<file path="src/design/matrix_inverse_cofactor_defines.svh">
// ----------------------------------------------------------------------------
// Matrix inverse assertion macros
// Concurrent assertion wrappers; define NO_ASSERTIONS to drop them.
// ----------------------------------------------------------------------------
`ifndef MATRIX_INVERSE_COFACTOR_DEFINES_SVH
`define MATRIX_INVERSE_COFACTOR_DEFINES_SVH
`ifndef NO_ASSERTIONS
`define MIC_ASSERT_IMP(name, clk, rst_n, pre, post) \
    name: assert property (@(posedge clk) disable iff (!rst_n) (pre) |-> (post)) \
        else $error("assertion failed");
`define MIC_ASSERT_NXT(name, clk, rst_n, pre, post) \
    name: assert property (@(posedge clk) disable iff (!rst_n) (pre) |=> (post)) \
        else $error("assertion failed");
`else
`define MIC_ASSERT_IMP(name, clk, rst_n, pre, post)
`define MIC_ASSERT_NXT(name, clk, rst_n, pre, post)
`endif
`endif

</file>
<file path="src/design/mic_pkg.sv">
// ----------------------------------------------------------------------------
// Matrix inverse package
// Shared value type, status structs and magnitude helper.
// ----------------------------------------------------------------------------
package mic_pkg;

    localparam int VAL_W = 64;
    localparam int OUT_W = 32;
    localparam int IDX_W = 2;

    typedef logic signed [VAL_W-1:0] t_val;

    localparam t_val VAL_MAX = 64'sh7FFF_FFFF_FFFF_FFFF;

    typedef struct packed {
        logic busy;
        logic done;
    } t_unit_stat;

    typedef struct packed {
        logic done;
        logic sat;
    } t_div_stat;

    function automatic logic [VAL_W-1:0] mag(t_val a);
        return a[VAL_W-1] ? VAL_W'(-a) : VAL_W'(a);
    endfunction

endpackage

</file>
<file path="src/design/mic_mul.sv">
// ----------------------------------------------------------------------------
// Serial fixed-point multiplier
// Shift-add over one multiplier bit per cycle, then scale and saturate.
// ----------------------------------------------------------------------------
module mic_mul import mic_pkg::*; #(
    parameter int FRAC_BITS = 16
) (
    input  logic       i_clk,
    input  logic       i_rst_n,
    input  logic       i_start,
    input  t_val       i_a,
    input  t_val       i_b,
    output t_unit_stat o_stat,
    output t_val       o_prod
);

    logic [VAL_W-1:0]   r_cand;
    logic [VAL_W-1:0]   r_plier;
    logic [VAL_W-1:0]   r_hi;
    logic [VAL_W-1:0]   r_lo;
    logic [5:0]         r_cnt;
    logic               r_neg;
    logic               r_busy;
    logic               r_fin;
    logic               r_done;
    t_val               r_prod;

    logic [VAL_W:0]     w_sum;
    logic [2*VAL_W-1:0] w_full;
    logic [2*VAL_W-1:0] w_q;
    logic               w_ovf;
    t_val               w_m;

    assign w_sum  = {1'b0, r_hi} + (r_plier[0] ? {1'b0, r_cand} : '0);
    assign w_full = {r_hi, r_lo};
    assign w_q    = w_full >> FRAC_BITS;
    assign w_ovf  = |w_full[2*VAL_W-1:VAL_W-1+FRAC_BITS];
    assign w_m    = w_ovf ? VAL_MAX : t_val'({1'b0, w_q[VAL_W-2:0]});

    always_ff @(posedge i_clk) begin
        if (!i_rst_n) begin
            r_busy <= 1'b0;
            r_fin  <= 1'b0;
            r_done <= 1'b0;
            r_cnt  <= '0;
        end else begin
            r_done <= r_fin;
            r_fin  <= 1'b0;
            if (i_start) begin
                r_cand  <= mag(i_a);
                r_plier <= mag(i_b);
                r_neg   <= i_a[VAL_W-1] ^ i_b[VAL_W-1];
                r_hi    <= '0;
                r_cnt   <= '0;
                r_busy  <= 1'b1;
            end else if (r_busy) begin
                r_hi    <= w_sum[VAL_W:1];
                r_lo    <= {w_sum[0], r_lo[VAL_W-1:1]};
                r_plier <= r_plier >> 1;
                r_cnt   <= r_cnt + 1'b1;
                if (r_cnt == 6'd63) begin
                    r_busy <= 1'b0;
                    r_fin  <= 1'b1;
                end
            end
            if (r_fin) begin
                r_prod <= r_neg ? -w_m : w_m;
            end
        end
    end

    assign o_stat = '{busy: r_busy | r_fin, done: r_done};
    assign o_prod = r_prod;

endmodule

</file>
<file path="src/design/mic_div.sv">
// ----------------------------------------------------------------------------
// Serial fixed-point divider
// Restoring division, one quotient bit per cycle, clipped to element range.
// ----------------------------------------------------------------------------
module mic_div import mic_pkg::*; #(
    parameter int FRAC_BITS  = 16,
    parameter int ELEM_WIDTH = 32
) (
    input  logic                         i_clk,
    input  logic                         i_rst_n,
    input  logic                         i_start,
    input  t_val                         i_num,
    input  t_val                         i_den,
    output t_div_stat                    o_stat,
    output logic signed [ELEM_WIDTH-1:0] o_value
);

    localparam logic [VAL_W-1:0] HALF = VAL_W'(1) << (ELEM_WIDTH - 1);

    logic [2*VAL_W-1:0]          r_dvd;
    logic [VAL_W-1:0]            r_den;
    logic [VAL_W-1:0]            r_rem;
    logic [VAL_W-1:0]            r_q;
    logic                        r_over;
    logic                        r_neg;
    logic [6:0]                  r_cnt;
    logic                        r_busy;
    logic                        r_fin;
    logic                        r_done;
    logic                        r_sat;
    logic signed [ELEM_WIDTH-1:0] r_res;

    logic [VAL_W-1:0] w_rr;
    logic             w_ge;

    assign w_rr = {r_rem[VAL_W-2:0], r_dvd[2*VAL_W-1]};
    assign w_ge = (w_rr >= r_den);

    always_ff @(posedge i_clk) begin
        if (!i_rst_n) begin
            r_busy <= 1'b0;
            r_fin  <= 1'b0;
            r_done <= 1'b0;
            r_cnt  <= '0;
        end else begin
            r_done <= r_fin;
            r_fin  <= 1'b0;
            if (i_start) begin
                r_dvd  <= (2*VAL_W)'(mag(i_num)) << FRAC_BITS;
                r_den  <= mag(i_den);
                r_neg  <= i_num[VAL_W-1] ^ i_den[VAL_W-1];
                r_rem  <= '0;
                r_q    <= '0;
                r_over <= 1'b0;
                r_cnt  <= '0;
                r_busy <= 1'b1;
            end else if (r_busy) begin
                r_rem  <= w_ge ? (w_rr - r_den) : w_rr;
                r_q    <= {r_q[VAL_W-2:0], w_ge};
                r_over <= r_over | r_q[VAL_W-1];
                r_dvd  <= r_dvd << 1;
                r_cnt  <= r_cnt + 1'b1;
                if (r_cnt == 7'd127) begin
                    r_busy <= 1'b0;
                    r_fin  <= 1'b1;
                end
            end
            if (r_fin) begin
                if (r_neg) begin
                    if (r_over || r_q > HALF) begin
                        r_sat <= 1'b1;
                        r_res <= ELEM_WIDTH'(-HALF);
                    end else begin
                        r_sat <= 1'b0;
                        r_res <= ELEM_WIDTH'(-r_q);
                    end
                end else begin
                    if (r_over || r_q > HALF - 1'b1) begin
                        r_sat <= 1'b1;
                        r_res <= ELEM_WIDTH'(HALF - 1'b1);
                    end else begin
                        r_sat <= 1'b0;
                        r_res <= ELEM_WIDTH'(r_q);
                    end
                end
            end
        end
    end

    assign o_stat  = '{done: r_done, sat: r_sat};
    assign o_value = r_res;

endmodule

</file>
<file path="src/design/matrix_inverse_cofactor.sv">
// ----------------------------------------------------------------------------
// Matrix inverse by cofactors
// Loads a DIM x DIM fixed-point matrix, expands the determinant along row 0
// and emits the adjugate over the determinant, one element per beat.
//
//   channel  signals                             direction  beat
//   input    i_in_valid / o_in_ready             in         one element
//   output   o_out_valid / i_out_ready           out        one inverse element
//
// Elements load in row-major order. After the last element the block
// runs a serial multiplier and a serial divider: a 4x4 needs 40 products
// for the determinant and, unless the determinant is zero, 9 products plus
// one quotient per element. Reset is synchronous, active low. A stalled
// output holds the sequencer in its emit step; the input is taken again
// once the last beat is queued.
// ----------------------------------------------------------------------------
`include "matrix_inverse_cofactor_defines.svh"

module matrix_inverse_cofactor import mic_pkg::*; #(
    parameter int DIM        = 4,
    parameter int FRAC_BITS  = 16,
    parameter int ELEM_WIDTH = 32
) (
    input  logic             i_clk,
    input  logic             i_rst_n,
    input  logic             i_in_valid,
    output logic             o_in_ready,
    input  logic [OUT_W-1:0] i_element_value,
    output logic             o_out_valid,
    input  logic             i_out_ready,
    output logic [OUT_W-1:0] o_inverse_value,
    output logic [IDX_W-1:0] o_out_row,
    output logic [IDX_W-1:0] o_out_col,
    output logic             o_singular,
    output logic             o_saturated,
    output logic             o_last_result
);

    localparam int NELEM = DIM * DIM;
    localparam int IW    = $clog2(NELEM);
    localparam int RW    = $clog2(DIM);
    localparam int SW    = $clog2(DIM + 1);

    typedef enum logic [11:0] {
        S_LOAD  = 12'h001,
        S_DET   = 12'h002,
        S_COF   = 12'h004,
        S_ENTER = 12'h008,
        S_NODE  = 12'h010,
        S_RDA   = 12'h020,
        S_RDB   = 12'h040,
        S_RDB2  = 12'h080,
        S_MULW  = 12'h100,
        S_RET   = 12'h200,
        S_DIVW  = 12'h400,
        S_EMIT  = 12'h800
    } t_state;

    t_state                  r_state;
    logic [IW-1:0]           r_ld;
    logic [ELEM_WIDTH-1:0]   r_mem [NELEM];
    logic [ELEM_WIDTH-1:0]   r_rd;
    logic [RW-1:0]           r_lvl;
    logic [SW-1:0]           r_n;
    logic                    r_xen;
    logic [RW-1:0]           r_xrow;
    t_val                    r_acc [DIM];
    logic [DIM-1:0]          r_mask [DIM];
    logic [SW-1:0]           r_pos [DIM];
    logic                    r_half;
    t_val                    r_val;
    t_val                    r_opa;
    logic                    r_cof;
    logic                    r_sing;
    t_val                    r_det;
    logic [RW-1:0]           r_orow;
    logic [RW-1:0]           r_ocol;
    logic signed [ELEM_WIDTH-1:0] r_q;
    logic                    r_qsat;

    logic [SW-1:0]           w_s;
    logic [DIM-1:0]          w_mask;
    logic [SW-1:0]           w_pos;
    logic [RW-1:0]           w_r0;
    logic [RW-1:0]           w_r1;
    logic [RW-1:0]           w_c0;
    logic [RW-1:0]           w_c1;
    logic [RW-1:0]           w_ck;
    logic [IW-1:0]           w_addr;
    t_val                    w_rdv;
    logic                    w_mstart;
    t_val                    w_ma;
    t_val                    w_mb;
    t_unit_stat              w_mstat;
    t_val                    w_prod;
    logic                    w_dstart;
    t_val                    w_num;
    t_div_stat               w_dstat;
    logic signed [ELEM_WIDTH-1:0] w_dval;
    logic                    w_slot;
    logic                    w_olast;
    logic                    w_in_acc;

    function automatic logic [RW-1:0] col_at(logic [DIM-1:0] m, logic [SW-1:0] p);
        logic [SW-1:0] cnt;
        logic [RW-1:0] res;
        cnt = '0;
        res = '0;
        for (int j = 0; j < DIM; j++) begin
            if (m[j]) begin
                if (cnt == p) begin
                    res = RW'(j);
                end
                cnt = cnt + 1'b1;
            end
        end
        return res;
    endfunction

    function automatic logic [RW-1:0] row_of(logic [RW-1:0] l, logic xen, logic [RW-1:0] xr);
        logic [RW:0] t;
        t = {1'b0, l};
        if (xen && l >= xr) begin
            t = t + 1'b1;
        end
        return t[RW-1:0];
    endfunction

    function automatic logic [IW-1:0] e_addr(logic [RW-1:0] r, logic [RW-1:0] c);
        return IW'(int'(r) * DIM + int'(c));
    endfunction

    function automatic t_val sat_add(t_val a, t_val b);
        logic signed [VAL_W:0] s;
        s = $signed({a[VAL_W-1], a}) + $signed({b[VAL_W-1], b});
        if (s > (VAL_W+1)'(VAL_MAX)) begin
            return VAL_MAX;
        end
        if (s < -((VAL_W+1)'(VAL_MAX))) begin
            return -VAL_MAX;
        end
        return t_val'(s[VAL_W-1:0]);
    endfunction

    assign w_s      = r_n - SW'(r_lvl);
    assign w_mask   = r_mask[r_lvl];
    assign w_pos    = r_pos[r_lvl];
    assign w_r0     = row_of(r_lvl, r_xen, r_xrow);
    assign w_r1     = row_of(r_lvl + 1'b1, r_xen, r_xrow);
    assign w_c0     = col_at(w_mask, SW'(0));
    assign w_c1     = col_at(w_mask, SW'(1));
    assign w_ck     = col_at(w_mask, w_pos);
    assign w_rdv    = VAL_W'(signed'(r_rd));
    assign w_in_acc = i_in_valid && o_in_ready;
    assign w_slot   = !o_out_valid || i_out_ready;
    assign w_olast  = (r_orow == RW'(DIM - 1)) && (r_ocol == RW'(DIM - 1));

    always_comb begin
        w_addr = '0;
        unique case (r_state)
            S_RDA: begin
                if (w_s == SW'(1)) begin
                    w_addr = e_addr(w_r0, w_c0);
                end else if (w_s == SW'(2)) begin
                    w_addr = r_half ? e_addr(w_r0, w_c1) : e_addr(w_r0, w_c0);
                end else begin
                    w_addr = e_addr(w_r0, w_ck);
                end
            end
            S_RDB: begin
                w_addr = r_half ? e_addr(w_r1, w_c0) : e_addr(w_r1, w_c1);
            end
            default: begin
                w_addr = '0;
            end
        endcase
    end

    always_ff @(posedge i_clk) begin
        if (w_in_acc) begin
            r_mem[r_ld] <= i_element_value[ELEM_WIDTH-1:0];
        end
        r_rd <= r_mem[w_addr];
    end

    assign w_mstart = ((r_state == S_RDB) && (w_s > SW'(2))) || (r_state == S_RDB2);
    assign w_ma     = (r_state == S_RDB) ? w_rdv : r_opa;
    assign w_mb     = (r_state == S_RDB) ? r_val : w_rdv;
    assign w_dstart = (r_state == S_RET) && (r_lvl == '0) && r_cof;
    assign w_num    = (r_orow[0] ^ r_ocol[0]) ? -r_val : r_val;

    mic_mul #(
        .FRAC_BITS (FRAC_BITS)
    ) u_mul (
        .i_clk   (i_clk),
        .i_rst_n (i_rst_n),
        .i_start (w_mstart),
        .i_a     (w_ma),
        .i_b     (w_mb),
        .o_stat  (w_mstat),
        .o_prod  (w_prod)
    );

    mic_div #(
        .FRAC_BITS  (FRAC_BITS),
        .ELEM_WIDTH (ELEM_WIDTH)
    ) u_div (
        .i_clk   (i_clk),
        .i_rst_n (i_rst_n),
        .i_start (w_dstart),
        .i_num   (w_num),
        .i_den   (r_det),
        .o_stat  (w_dstat),
        .o_value (w_dval)
    );

    always_ff @(posedge i_clk) begin
        if (!i_rst_n) begin
            r_state     <= S_LOAD;
            r_ld        <= '0;
            r_lvl       <= '0;
            r_orow      <= '0;
            r_ocol      <= '0;
            r_cof       <= 1'b0;
            o_out_valid <= 1'b0;
        end else begin
            if (o_out_valid && i_out_ready && r_state != S_EMIT) begin
                o_out_valid <= 1'b0;
            end
            unique case (r_state)
                S_LOAD: begin
                    if (w_in_acc) begin
                        if (r_ld == IW'(NELEM - 1)) begin
                            r_ld    <= '0;
                            r_state <= S_DET;
                        end else begin
                            r_ld <= r_ld + 1'b1;
                        end
                    end
                end
                S_DET: begin
                    r_n       <= SW'(DIM);
                    r_xen     <= 1'b0;
                    r_xrow    <= '0;
                    r_lvl     <= '0;
                    r_mask[0] <= {DIM{1'b1}};
                    r_cof     <= 1'b0;
                    r_orow    <= '0;
                    r_ocol    <= '0;
                    r_state   <= S_ENTER;
                end
                S_COF: begin
                    r_n       <= SW'(DIM - 1);
                    r_xen     <= 1'b1;
                    r_xrow    <= r_ocol;
                    r_lvl     <= '0;
                    r_mask[0] <= {DIM{1'b1}} & ~(DIM'(1) << r_orow);
                    r_cof     <= 1'b1;
                    r_state   <= S_ENTER;
                end
                S_ENTER: begin
                    r_acc[r_lvl] <= '0;
                    r_pos[r_lvl] <= '0;
                    r_half       <= 1'b0;
                    r_state      <= S_NODE;
                end
                S_NODE: begin
                    if (w_s <= SW'(2)) begin
                        r_state <= S_RDA;
                    end else if (w_pos == w_s) begin
                        r_val   <= r_acc[r_lvl];
                        r_state <= S_RET;
                    end else begin
                        r_mask[r_lvl + 1'b1] <= w_mask & ~(DIM'(1) << w_ck);
                        r_lvl                <= r_lvl + 1'b1;
                        r_state              <= S_ENTER;
                    end
                end
                S_RDA: begin
                    r_state <= S_RDB;
                end
                S_RDB: begin
                    if (w_s == SW'(1)) begin
                        r_val   <= w_rdv;
                        r_state <= S_RET;
                    end else if (w_s == SW'(2)) begin
                        r_opa   <= w_rdv;
                        r_state <= S_RDB2;
                    end else begin
                        r_state <= S_MULW;
                    end
                end
                S_RDB2: begin
                    r_state <= S_MULW;
                end
                S_MULW: begin
                    if (w_mstat.done) begin
                        if (w_s == SW'(2)) begin
                            if (!r_half) begin
                                r_val   <= w_prod;
                                r_half  <= 1'b1;
                                r_state <= S_RDA;
                            end else begin
                                r_val   <= sat_add(r_val, -w_prod);
                                r_state <= S_RET;
                            end
                        end else begin
                            r_acc[r_lvl] <= sat_add(r_acc[r_lvl],
                                                    w_pos[0] ? -w_prod : w_prod);
                            r_pos[r_lvl] <= w_pos + 1'b1;
                            r_state      <= S_NODE;
                        end
                    end
                end
                S_RET: begin
                    if (r_lvl != '0) begin
                        r_lvl   <= r_lvl - 1'b1;
                        r_state <= S_RDA;
                    end else if (r_cof) begin
                        r_state <= S_DIVW;
                    end else begin
                        r_det   <= r_val;
                        r_sing  <= (r_val == '0);
                        r_state <= (r_val == '0) ? S_EMIT : S_COF;
                    end
                end
                S_DIVW: begin
                    if (w_dstat.done) begin
                        r_q     <= w_dval;
                        r_qsat  <= w_dstat.sat;
                        r_state <= S_EMIT;
                    end
                end
                S_EMIT: begin
                    if (w_slot) begin
                        o_out_valid     <= 1'b1;
                        o_inverse_value <= r_sing ? '0 : OUT_W'(r_q);
                        o_saturated     <= r_sing ? 1'b0 : r_qsat;
                        o_singular      <= r_sing;
                        o_out_row       <= IDX_W'(r_orow);
                        o_out_col       <= IDX_W'(r_ocol);
                        o_last_result   <= w_olast;
                        if (w_olast) begin
                            r_orow  <= '0;
                            r_ocol  <= '0;
                            r_state <= S_LOAD;
                        end else begin
                            if (r_ocol == RW'(DIM - 1)) begin
                                r_ocol <= '0;
                                r_orow <= r_orow + 1'b1;
                            end else begin
                                r_ocol <= r_ocol + 1'b1;
                            end
                            r_state <= r_sing ? S_EMIT : S_COF;
                        end
                    end
                end
                default: begin
                    r_state <= S_LOAD;
                end
            endcase
        end
    end

    assign o_in_ready = (r_state == S_LOAD);

    `MIC_ASSERT_IMP(a_mul_free, i_clk, i_rst_n, w_mstart, !w_mstat.busy)
    `MIC_ASSERT_IMP(a_mul_wait, i_clk, i_rst_n, w_mstat.done, r_state == S_MULW)
    `MIC_ASSERT_IMP(a_div_wait, i_clk, i_rst_n, w_dstat.done, r_state == S_DIVW)
    `MIC_ASSERT_IMP(a_sing_zero, i_clk, i_rst_n, o_out_valid && o_singular, o_inverse_value == '0 && !o_saturated)
    `MIC_ASSERT_NXT(a_last_load, i_clk, i_rst_n, r_state == S_EMIT && w_slot && w_olast, r_state == S_LOAD)

endmodule
</file>
<file path="config.mk">
export PLATFORM = sky130hd
export DESIGN_NAME = matrix_inverse_cofactor
export DESIGN_NICKNAME = d
export VERILOG_FILES = /design/src/design/mic_pkg.sv /design/src/design/mic_mul.sv /design/src/design/mic_div.sv /design/src/design/matrix_inverse_cofactor.sv
export VERILOG_INCLUDE_DIRS = /design/src /design/src/design
export SDC_FILE = /design/constraint.sdc
export NUM_CORES = 2
export LEC_CHECK = 0
export BUFFER_PORTS_ARGS = -buffer_cell sky130_fd_sc_hd__buf_2
export CAP_MARGIN = 25
export CORE_MARGIN = 3
export CORE_UTILIZATION = 50
export DETAILED_ROUTE_END_ITERATION = 6
export PLACE_DENSITY = 0.65
export SETUP_SLACK_MARGIN = 0.4
export SLEW_MARGIN = 20
export SYNTH_ARGS = -nofsm -noshare
export SYNTH_HDL_FRONTEND = slang
export SYNTH_HIERARCHICAL = 1
export SYNTH_SLANG_ARGS = --single-unit
</file>
<file path="constraint.sdc">
create_clock -name i_clk -period 10.9 [get_ports i_clk]
set_input_delay 1.09 -clock i_clk [delete_from_list [all_inputs] [get_ports i_clk]]
set_output_delay 1.09 -clock i_clk [all_outputs]
set_load 0.1 [all_outputs]
</file>
==> impl_metrics.json <==
{
  "status": "complete, no violations",
  "first_pass_iters": 6,
  "syn_inst": 8764,
  "powerDensity_nw_per_um2": 143,
  "fmax_mhz": 115,
  "p_clk_frac": 0.440,
  "peakVddDrop_uv": 146,
  "slew_violations": 0,
  "drt-total-wl_um": 277000,
  "cts_inserted_buffers": 187,
  "port_buffers": 76,
  "clock_latency_ps": 870,
  "core_area_sq_um": 191000,
  "switching_share": 0.233,
  "grt_pass1_wl_um": 416000,
  "drc": 0,
  "die_area_sq_um": 198000,
  "root_buffer": "clkbuf_16",
  "finalCriticalPeriod_ps": 8690,
  "die_h_um": 445,
  "dp_cells": 11000,
  "cts_resized": 0,
  "postCtsSetupRepairBufs": 0,
  "syn-num-nets": 9097,
  "final_util": 0.554,
  "grt_max_degree": 165,
  "placementRows": 160,
  "vias": 70100,
  "worst_pin_slew_ps": 1150,
  "fin_tns_setup_ps": 0,
  "initial_core_util": 0.505,
  "worst-path-max-fanout": 61,
  "required_ps": 11430,
  "grt_overflow_total": 0,
  "hpwl_um": 196000,
  "ant_nets": 0,
  "p_sw_mw": 3.52,
  "hold_viol": 0,
  "io_pins": 77,
  "fin_crit_sh": 0.797,
  "final_cell_count_no_fill": 11400,
  "cp-end-kind": "register",
  "syn_area_sq_um": 96400,
  "max_cap_viol_count": 0,
  "worst-setup-path-type": "reg2reg",
  "p_seq_frac": 0.500,
  "nFillCells": 16200,
  "whs_ps": 414,
  "hold_buffers": 0,
  "min_path_type": "reg2reg",
  "antenna_found_initial": 10,
  "grt_pass1_vias": 65700,
  "cts_tree": "yes",
  "pwr-share-comb": 0.060,
  "leakagePower_nw": 36.2,
  "die_x_um": 445,
  "clock_skew_ps": 90.2,
  "syn_area_per_cell_sq_um": 11.0,
  "htree_levels": 4,
  "nNetsFinal": 9019,
  "synth_warnings": 6,
  "drive_gt1_frac": 0.0901,
  "drtIter0Drc": 8076,
  "routabilityCongestion": 0.961,
  "rsz0062_at_grt": "no",
  "slew_headroom": 0.224,
  "cts_buffer_depth": 3,
  "startpoint_type": "register",
  "drt-vias-per-instance": 6.17,
  "wl_per_cell_um": 24.4,
  "clock-sinks": 1754,
  "setup_viol_count_final": 0,
  "power.internal_mw": 11.6,
  "syn_to_final_growth_pct": 9.75,
  "track_usage": 0.274,
  "path_clk_slew_ps": 60,
  "arrival_ps": 9230
}
-- registers in the layout, summed over array words and instances, names as in the netlist, 16 cells and up, named ones only --
name             count
r_det               64
u_div/r_dvd        112
r_rd                32
u_div/o_value       32
u_mul/r_lo          48
r_mem              512
r_mask              16
r_q                 32
r_acc              256
u_mul/r_plier       64
u_div/r_rem         63
u_mul/r_hi          64
r_opa               32
u_mul/r_cand        64
u_mul/o_prod        64
o_inverse_value     32
u_div/r_q           64
r_val               64
u_div/r_den         64
-- final cells by class --
class	count	area, sq um	area share
sequential	1754	51900	0.491
multi-input combinational	6335	42100	0.398
clock buffer	235	5020	0.0475
tap	2511	3140	0.0297
clock inverter	114	1470	0.0139
timing repair buffer	181	1220	0.0116
inverter	227	852	0.00806
antenna	8	20.0	0.000189
-- layout by cell type (no fill, tap or decap), types with 38 or more instances in the layout --
master / instances
a211oi_1: 138
a21boi_0: 38
a21o_1: 116
a21oi_1: 602
a221o_1: 41
a31oi_1: 98
and2_1: 141
buf_2: 76
buf_4: 100
clkbuf_16: 188
clkinv_2: 38
dfxtp_1: 75
edfxtp_1: 1677
ha_1: 292
inv_1: 225
mux2_2: 90
mux2i_1: 195
mux4_2: 70
nand2_1: 946
nand2b_1: 69
nand3_1: 122
nand4_1: 103
nor2_1: 684
nor2b_1: 174
nor3_1: 182
nor4_1: 81
o21ai_0: 467
o21bai_1: 53
o22ai_1: 45
o311ai_0: 42
o31ai_1: 83
o41ai_1: 52
or2_2: 38
or3_1: 103
or4_1: 69
xnor2_1: 388
xor2_1: 299
-- per-layer routing --
metal / vias up / global-route usage / wire [um]
met5: - / 0 / 14
met4: 4 / 0.0958 / 10400
met3: 392 / 0.0345 / 19300
met1: 34500 / 0.415 / 127000
li1: 32500 / - / -
met2: 2729 / 0.405 / 120000
-- through the flow --
step / power [mW] / cell area (sq um) / setup slack, ps
2_1_floorplan: 8.19 / 96400 / 2640
3_3_place_gp: 8.55 / 99200 / 2430
3_5_place_dp: 8.55 / 99200 / 2380
4_1_cts: 15.2 / 106000 / 2330
5_1_grt: 15.5 / 106000 / 1870
6_report: 15.1 / 106000 / 2210
-- power by group through the flow --
stage	sequential, mW	clock, mW	combinational, mW
after detailed placement	7.67	0	0.881
after CTS	7.53	6.76	0.888
after global routing	7.53	7.03	0.979
final	7.53	6.63	0.904
after floorplan	7.60	0	0.586
after global placement	7.67	0	0.877
-- critical path, cell delays in order (launching register included) --
cell      delay [ps]
edfxtp_1         490
or3_1            430
or4_1            460
nor4_1           250
nand3_1          210
or2_1            380
or3_1            420
or2_2            340
nor3_1           200
nor3b_1          390
nor2_1            90
xor2_1           170
ha_1             380
nand2_1          170
o21ai_0          220
a221oi_1         470
o21ai_1          140
a41oi_1          290
a21oi_1          210
nor2b_1          260
xor2_1           230
or3b_2           460
or4_1            470
nor4_4           280
buf_4            650
nor3_1           230
-- worst paths after layout --
kind                    start            to  slack, ps  cells past startpoint
max          u_mul/o_prod[14]  r_acc[1][11]       2210                     25
min          u_div/o_value[6]        r_q[6]        410                      0
min reg2reg  u_div/o_value[6]        r_q[6]        410                      0
max reg2reg  u_mul/o_prod[14]  r_acc[1][11]       2210                     25
(Power assumes the default switching activity.)
